## src/rtl/fxalu_pkg.sv

```systemverilog
// Shared opcode type and default sizes for the Q24.8 fixed-point ALU.
package fxalu_pkg;

  // Default word format: 32-bit raw words with eight fraction bits.
  localparam int DefWordBits = 32;
  localparam int DefFracBits = 8;

  // Operation codes carried on the input tuser field.
  typedef enum logic [3:0] {
    OP_ADD = 4'd0,
    OP_SUB = 4'd1,
    OP_MUL = 4'd2,
    OP_DIV = 4'd3,
    OP_GT  = 4'd4,
    OP_LT  = 4'd5,
    OP_GE  = 4'd6,
    OP_LE  = 4'd7,
    OP_EQ  = 4'd8,
    OP_NE  = 4'd9,
    OP_MIN = 4'd10,
    OP_MAX = 4'd11,
    OP_INC = 4'd12,
    OP_DEC = 4'd13
  } op_t;

endpackage

```

## src/rtl/fxalu_div_step.sv

```systemverilog
// One restoring-division step: shifts in a numerator bit and yields one quotient bit.
module fxalu_div_step #(
  parameter int WORD_BITS = fxalu_pkg::DefWordBits,
  parameter int NUM_BITS  = fxalu_pkg::DefWordBits + fxalu_pkg::DefFracBits
) (
  input  logic [NUM_BITS-1:0]  num_i,
  input  logic [WORD_BITS:0]   rem_i,
  input  logic [NUM_BITS-1:0]  quo_i,
  input  logic [WORD_BITS-1:0] divisor_i,
  output logic [NUM_BITS-1:0]  num_o,
  output logic [WORD_BITS:0]   rem_o,
  output logic [NUM_BITS-1:0]  quo_o
);
  import fxalu_pkg::*;

  logic [WORD_BITS:0] trial;
  logic               fits;

  // Bring down the next numerator bit and try a subtraction.
  always_comb begin
    trial = {rem_i[WORD_BITS-1:0], num_i[NUM_BITS-1]};
    fits  = (trial >= {1'b0, divisor_i});
    num_o = {num_i[NUM_BITS-2:0], 1'b0};
    rem_o = fits ? (trial - {1'b0, divisor_i}) : trial;
    quo_o = {quo_i[NUM_BITS-2:0], fits};
  end

endmodule

```

## config.mk

```make
export PLATFORM = sky130hd
export DESIGN_NAME = fxalu_div_step
export DESIGN_NICKNAME = d
export VERILOG_FILES = /design/src/rtl/fxalu_pkg.sv /design/src/rtl/fxalu_div_step.sv
export SDC_FILE = /design/constraint.sdc
export NUM_CORES = 1
export LEC_CHECK = 0
export BUFFER_PORTS_ARGS = -buffer_cell sky130_fd_sc_hd__buf_4
export CORE_AREA = 2 2 100 102
export DETAILED_ROUTE_END_ITERATION = 10
export DIE_AREA = 0 0 102 104
export PLACE_DENSITY = 0.67
export SLEW_MARGIN = 25
export SYNTH_ARGS = -nofsm -noshare
export SYNTH_HDL_FRONTEND = slang
export SYNTH_SLANG_ARGS = --single-unit
```

## constraint.sdc

```tcl
create_clock -name vclk -period 2.4
set_input_delay 0 -clock vclk [all_inputs]
set_output_delay 0 -clock vclk [all_outputs]
set_load 0.01 [all_outputs]
```

==> results_dict.tcl, run 1 <==
set metrics [dict create \
    grt_setup_unrepaired "true" \
    nFillCells 1047 \
    final-setup-viol-count 0 \
    multi_input_area_um2 2380 \
    fmax_mhz 428 \
    grt.total_usage 0.156 \
    synthXorXnorAreaFrac 0.0793 \
    sequentialPowerShare 0 \
    cap_viol_max_count 0 \
    ant_nets 0 \
    synthCells 448 \
    start_kind "input port" \
    cp_max_fo 6 \
    die_area_um2 10600 \
    ys_seq_area_frac 0 \
    layout_setup_ws_ns 0.0619 \
    synth_compound_area_frac 0.309 \
    drive_above_1_share 0.357 \
    cp_data_required_time_ns 2.40 \
    port_buffers 99 \
    synthSimpleGateAreaFrac 0.187 \
    wl_mm 9.20 \
    fin_hold_ws_ns 0.00000392 \
    diodes 0 \
    finalMaxSlewViolations 0 \
    layout_common_cells "buf_4 (129), a21oi_1 (39), inv_1 (34), nand2_1 (34), nor2_1 (31)" \
    io_pins 258 \
    swShare 0.498 \
    synth_top_area_share 0.201 \
    drtPass1Iterations 4 \
    period_share 0.974 \
    ir_drop_v 0.000161 \
    grt_max_degree 17 \
    worstSetupEndpointType "output port" \
    synthMuxAreaShare 0.00881 \
    dp_slack_ns 0.0324 \
    fin_util 0.389 \
    p_leak_nw 1.84 \
    hold_viol 0 \
    hp-class "in -> out" \
    grt-ovfl-total 0 \
    gp_congestion 0.876 \
    crit_family "buffers and inverters" \
    vias_per_cell 5.03 \
    die_h_um 104 \
    cts_hold_buf 0 \
    p_per_area_nw_per_um2 351 \
    crit_type "in -> out" \
    vias 3120 \
    hpwl_mm 7.63 \
    drc 0 \
    start_util 0.312 \
    antenna_found_initial 0 \
    final_common_cell "buf_4" \
    crit_buf_inv 5 \
    nets 667 \
    yosys.area_share.adder 0.141 \
    first_global_vias 3088 \
    crit_chain "buf_4, ha_2, buf_4, nand4_1, nor2_2, nand2_1, a21o_1, nand4_1, nand2_2, buf_4, buf_4, o21ai_0, buf_4" \
    regArea_um2 0 \
    synth_top_family_by_area "compound AO/OA/AOI/OAI gates" \
    status "finished clean" \
    rows 36 \
    post-route-min-period_ns 2.34 \
    cpMostUsedCell "buf_4" \
    yosysUniqueCellTypes 60 \
    drtIter0Drc 104 \
    die_w_um 102 \
    grt_pass1_wl_mm 14.0 \
    syn2layout_area_growth_pct 24.6 \
    syn_area_per_cell_um2 6.66 \
    num-clock-buffers 0 \
    pwr-share-clk 0 \
    seq_cells 0 \
    crit_path_top_delay_cell "ha_2" \
    ys_warn_count 0 \
    p_int_uw 655 \
    synth_area_um2 2980 \
    synth_top_area_cell "buf_4" \
    power_switching_uw 651 \
    max_stage_delay_ns 0.37 \
    synth_area_leaders "buf_4 (20%), ha_1 (13%), a21oi_1 (6.9%)" \
    syn_nets 626 \
    cp.arrival_ns 2.34 \
    power_frac_comb 1.000 \
    core_area_um2 9550 \
    routedWlPerCell_um 14.8 \
]
[stage by stage]
| step | power [mW] | cells | cell area, µm² | setup TNS, ns |
|---|---|---|---|---|
| 2_1_floorplan | 0.823 | 448 | 2980 | 0 |
| 3_3_place_gp | 1.19 | 615 | 3460 | 0 |
| 3_5_place_dp | 1.21 | 615 | 3460 | 0 |
| 4_1_cts | 1.22 | 615 | 3460 | 0 |
| 5_1_grt | 1.42 | 620 | 3720 | -0.0673 |
| 6_report | 1.31 | 620 | 3720 | 0 |
[power groups by stage]
stage / Sequential (mW) / Combinational (mW) / Clock [mW]
finish: 0 / 1.31 / 0
global route: 0 / 1.42 / 0
CTS: 0 / 1.22 / 0
detailed placement: 0 / 1.21 / 0
global placement: 0 / 1.19 / 0
floorplan: 0 / 0.823 / 0
[repair_timing]
action	4_1_cts	5_1_grt
gates resized for setup	0	40
buffers inserted	0	5
endpoints found under the setup margin	0	30
[area by class of cell]
class	count	share of cell area
multi-input combinational	317	0.640
timing repair buffer	133	0.277
tap	133	0.0448
inverter	37	0.0380
[path summary, 6_finish.rpt]
| path | startpoint | to | slack (ns) | cells past startpoint |
|---|---|---|---|---|
| worst max-delay path | rem_i[18] | rem_o[15] | 0.06 | 13 |
| worst min-delay path | num_i[10] | num_o[11] | 0.000004 | 0 |
[cell usage after synthesis, drive strengths merged, types with 2 or more instances]
cell type  count
a21o          22
clkbuf         5
and3           6
nor2b          6
ha            32
a21oi         42
nor4           2
o31ai          2
nor3           3
o21ai         28
a211oi         9
nand4          5
nor2          33
a21boi         3
a311oi         3
nand2         36
nand2b         7
nand3          6
o21a           5
o41ai          2
o21bai         5
o21ba          2
mux2           2
inv           37
a211o          2
o211ai         5
buf           89
and2           5
xnor2         14
xor2          13
[logic make-up (layout without fill, tap and decap cells)]
group | after synthesis | after routing
compound gates | 138 | 138
buf+inv | 131 | 170
simple gates | 116 | 116
fa+ha+maj | 33 | 33
xor+xnor | 27 | 27
mux | 2 | 2
other cells | 1 | 1
[routing by layer]
layer / wire length, µm / vias up / track usage
li1: - / 1555 / -
met1: 3710 / 1436 / 0.188
met2: 4630 / 90 / 0.282
met3: 511 / 39 / 0.0114
met4: 350 / 0 / 0.0581
met5: 0 / - / 0
Power figures use the tool's default switching activity.
==> inputs of run 2 (changes only) <==
--- a/config.mk
+++ b/config.mk
@@ -6,10 +6,10 @@
 export NUM_CORES = 1
 export LEC_CHECK = 0
 export BUFFER_PORTS_ARGS = -buffer_cell sky130_fd_sc_hd__buf_4
-export CORE_AREA = 2 2 100 102
+export CORE_AREA = 2 2 99 101
 export DETAILED_ROUTE_END_ITERATION = 10
-export DIE_AREA = 0 0 102 104
-export PLACE_DENSITY = 0.67
+export DIE_AREA = 0 0 101 103
+export PLACE_DENSITY = 0.71
 export SLEW_MARGIN = 25
 export SYNTH_ARGS = -nofsm -noshare
 export SYNTH_HDL_FRONTEND = slang
==> constraint.sdc (replaced) <==
create_clock -name vclk -period 2.1
set_input_delay 0 -clock vclk [all_inputs]
set_output_delay 0 -clock vclk [all_outputs]
set_load 0.01 [all_outputs]
==> results_dict.tcl, run 2 (same netlist as run 1, synthesis figures left out) <==
set metrics [dict create \
    status "finished, violations left" \
    violations "setup timing" \
    hp-class "in -> out" \
    drive_above_1_share 0.598 \
    layout_setup_ws_ns -0.234 \
    p_leak_nw 2.40 \
    start_util 0.315 \
    hpwl_mm 8.12 \
    die_w_um 101 \
    crit_buf_inv 3 \
    io_pins 258 \
    diodes 0 \
    tns_ns -4.19 \
    die_h_um 103 \
    post_layout_nonfiller_instances 684 \
    nFillCells 825 \
    period_share 1.11 \
    die_area_um2 10400 \
    start_kind "input port" \
    syn2layout_area_growth_pct 67.7 \
    final-setup-viol-count 34 \
    wl_mm 12.5 \
    num-clock-buffers 0 \
    vias 3769 \
    cp.arrival_ns 2.33 \
    cpMostUsedCell "buf_4" \
    grt_pass1_wl_mm 16.5 \
    cap_viol_max_count 0 \
    nets 750 \
    worstSetupEndpointType "output port" \
    power_mw 2.16 \
    wl_met3_um 841 \
    rows 36 \
    place_inst 657 \
    holdPathEnd "num_o[6]" \
    hold_viol 0 \
    max_stage_delay_ns 0.35 \
    regArea_um2 0 \
    crit_path_top_delay_cell "ha_1" \
    drtIter0Drc 190 \
    antenna_found_initial 0 \
    gp_congestion 0.943 \
    seq_cells 0 \
    drc 0 \
    ant_nets 0 \
    cp_max_fo 4 \
    wl_met1_mm 4.82 \
    final_common_cell "buf_4" \
    routedWlPerCell_um 18.2 \
    crit_type "in -> out" \
    crit_chain "buf_4, ha_1, a21oi_1, o21bai_1, nor2b_1, a211oi_2, nand4_1, buf_4, o211ai_1, o41ai_2, a311oi_1, buf_4" \
    p_per_area_nw_per_um2 431 \
    fin_hold_ws_ns 0.00000391 \
    top_layer_used "met4" \
    grt_max_degree 18 \
    grt.total_usage 0.189 \
    min_from "num_i[5]" \
    cp_data_required_time_ns 2.10 \
    crit_family "compound AO/OA/AOI/OAI gates" \
    layout_common_cells "buf_4 (186), inv_1 (29), nand2_1 (28)" \
    port_buffers 99 \
    core_area_um2 9460 \
    cts_hold_buf 0 \
    grt-ovfl-total 0 \
    first_global_vias 3615 \
    fmax_mhz 429 \
    grt_setup_unrepaired "true" \
    vias_per_cell 5.51 \
    drtPass1Iterations 5 \
    ir_drop_v 0.000192 \
    post-route-min-period_ns 2.33 \
    finalMaxSlewViolations 0 \
    dr_wl_met2_mm 6.14 \
    min_delay_path_depth 0 \
]
## run 2: cell type report
type,instances,area (µm²),share of cell area
repair inverters,1,20.0,0.00400
well taps,114,143,0.0285
repair buffers,215,1840,0.367
inverters,37,154,0.0308
multi-input cells,317,2850,0.570
## run 2: per-stage QoR
step	setup WS, ns	util	area [µm²]
after floorplan	0.0339	-	2980
after global placement	-0.260	0.410	3880
after detailed placement	-0.279	0.410	3880
after CTS	-0.113	0.465	4400
after global routing	-0.304	0.529	5000
final	-0.234	0.529	5000
## run 2: how the worst max path moves through the flow
stage | start | endpoint | slack, ns | cells past startpoint
final | rem_i[13] | rem_o[30] | -0.23 | 12
after global routing | rem_i[13] | rem_o[30] | -0.30 | 12
after CTS | num_i[39] | rem_o[32] | -0.11 | 13
after detailed placement | num_i[39] | rem_o[32] | -0.28 | 13
after global placement | num_i[39] | rem_o[24] | -0.26 | 14
after floorplan | divisor_i[6] | rem_o[30] | 0.03 | 11
## run 2: timing repair
action	4_1_cts	5_1_grt
cloned	3	3
pin swaps	37	46
buffers inserted	11	12
gates resized for setup	80	116
setup endpoints to repair	33	34
## run 2: where the power goes
group / internal (mW) / switching, mW / leakage [nW]
sequential: 0 / 0 / 0
clock: 0 / 0 / 0
combinational: 1.14 / 1.02 / 2.40
## run 2: metal layers
layer | global-route usage | vias up
met5 | 0 | -
met4 | 0.0852 | 0
met3 | 0.0292 | 72
met2 | 0.343 | 215
met1 | 0.220 | 1762
li1 | - | 1720
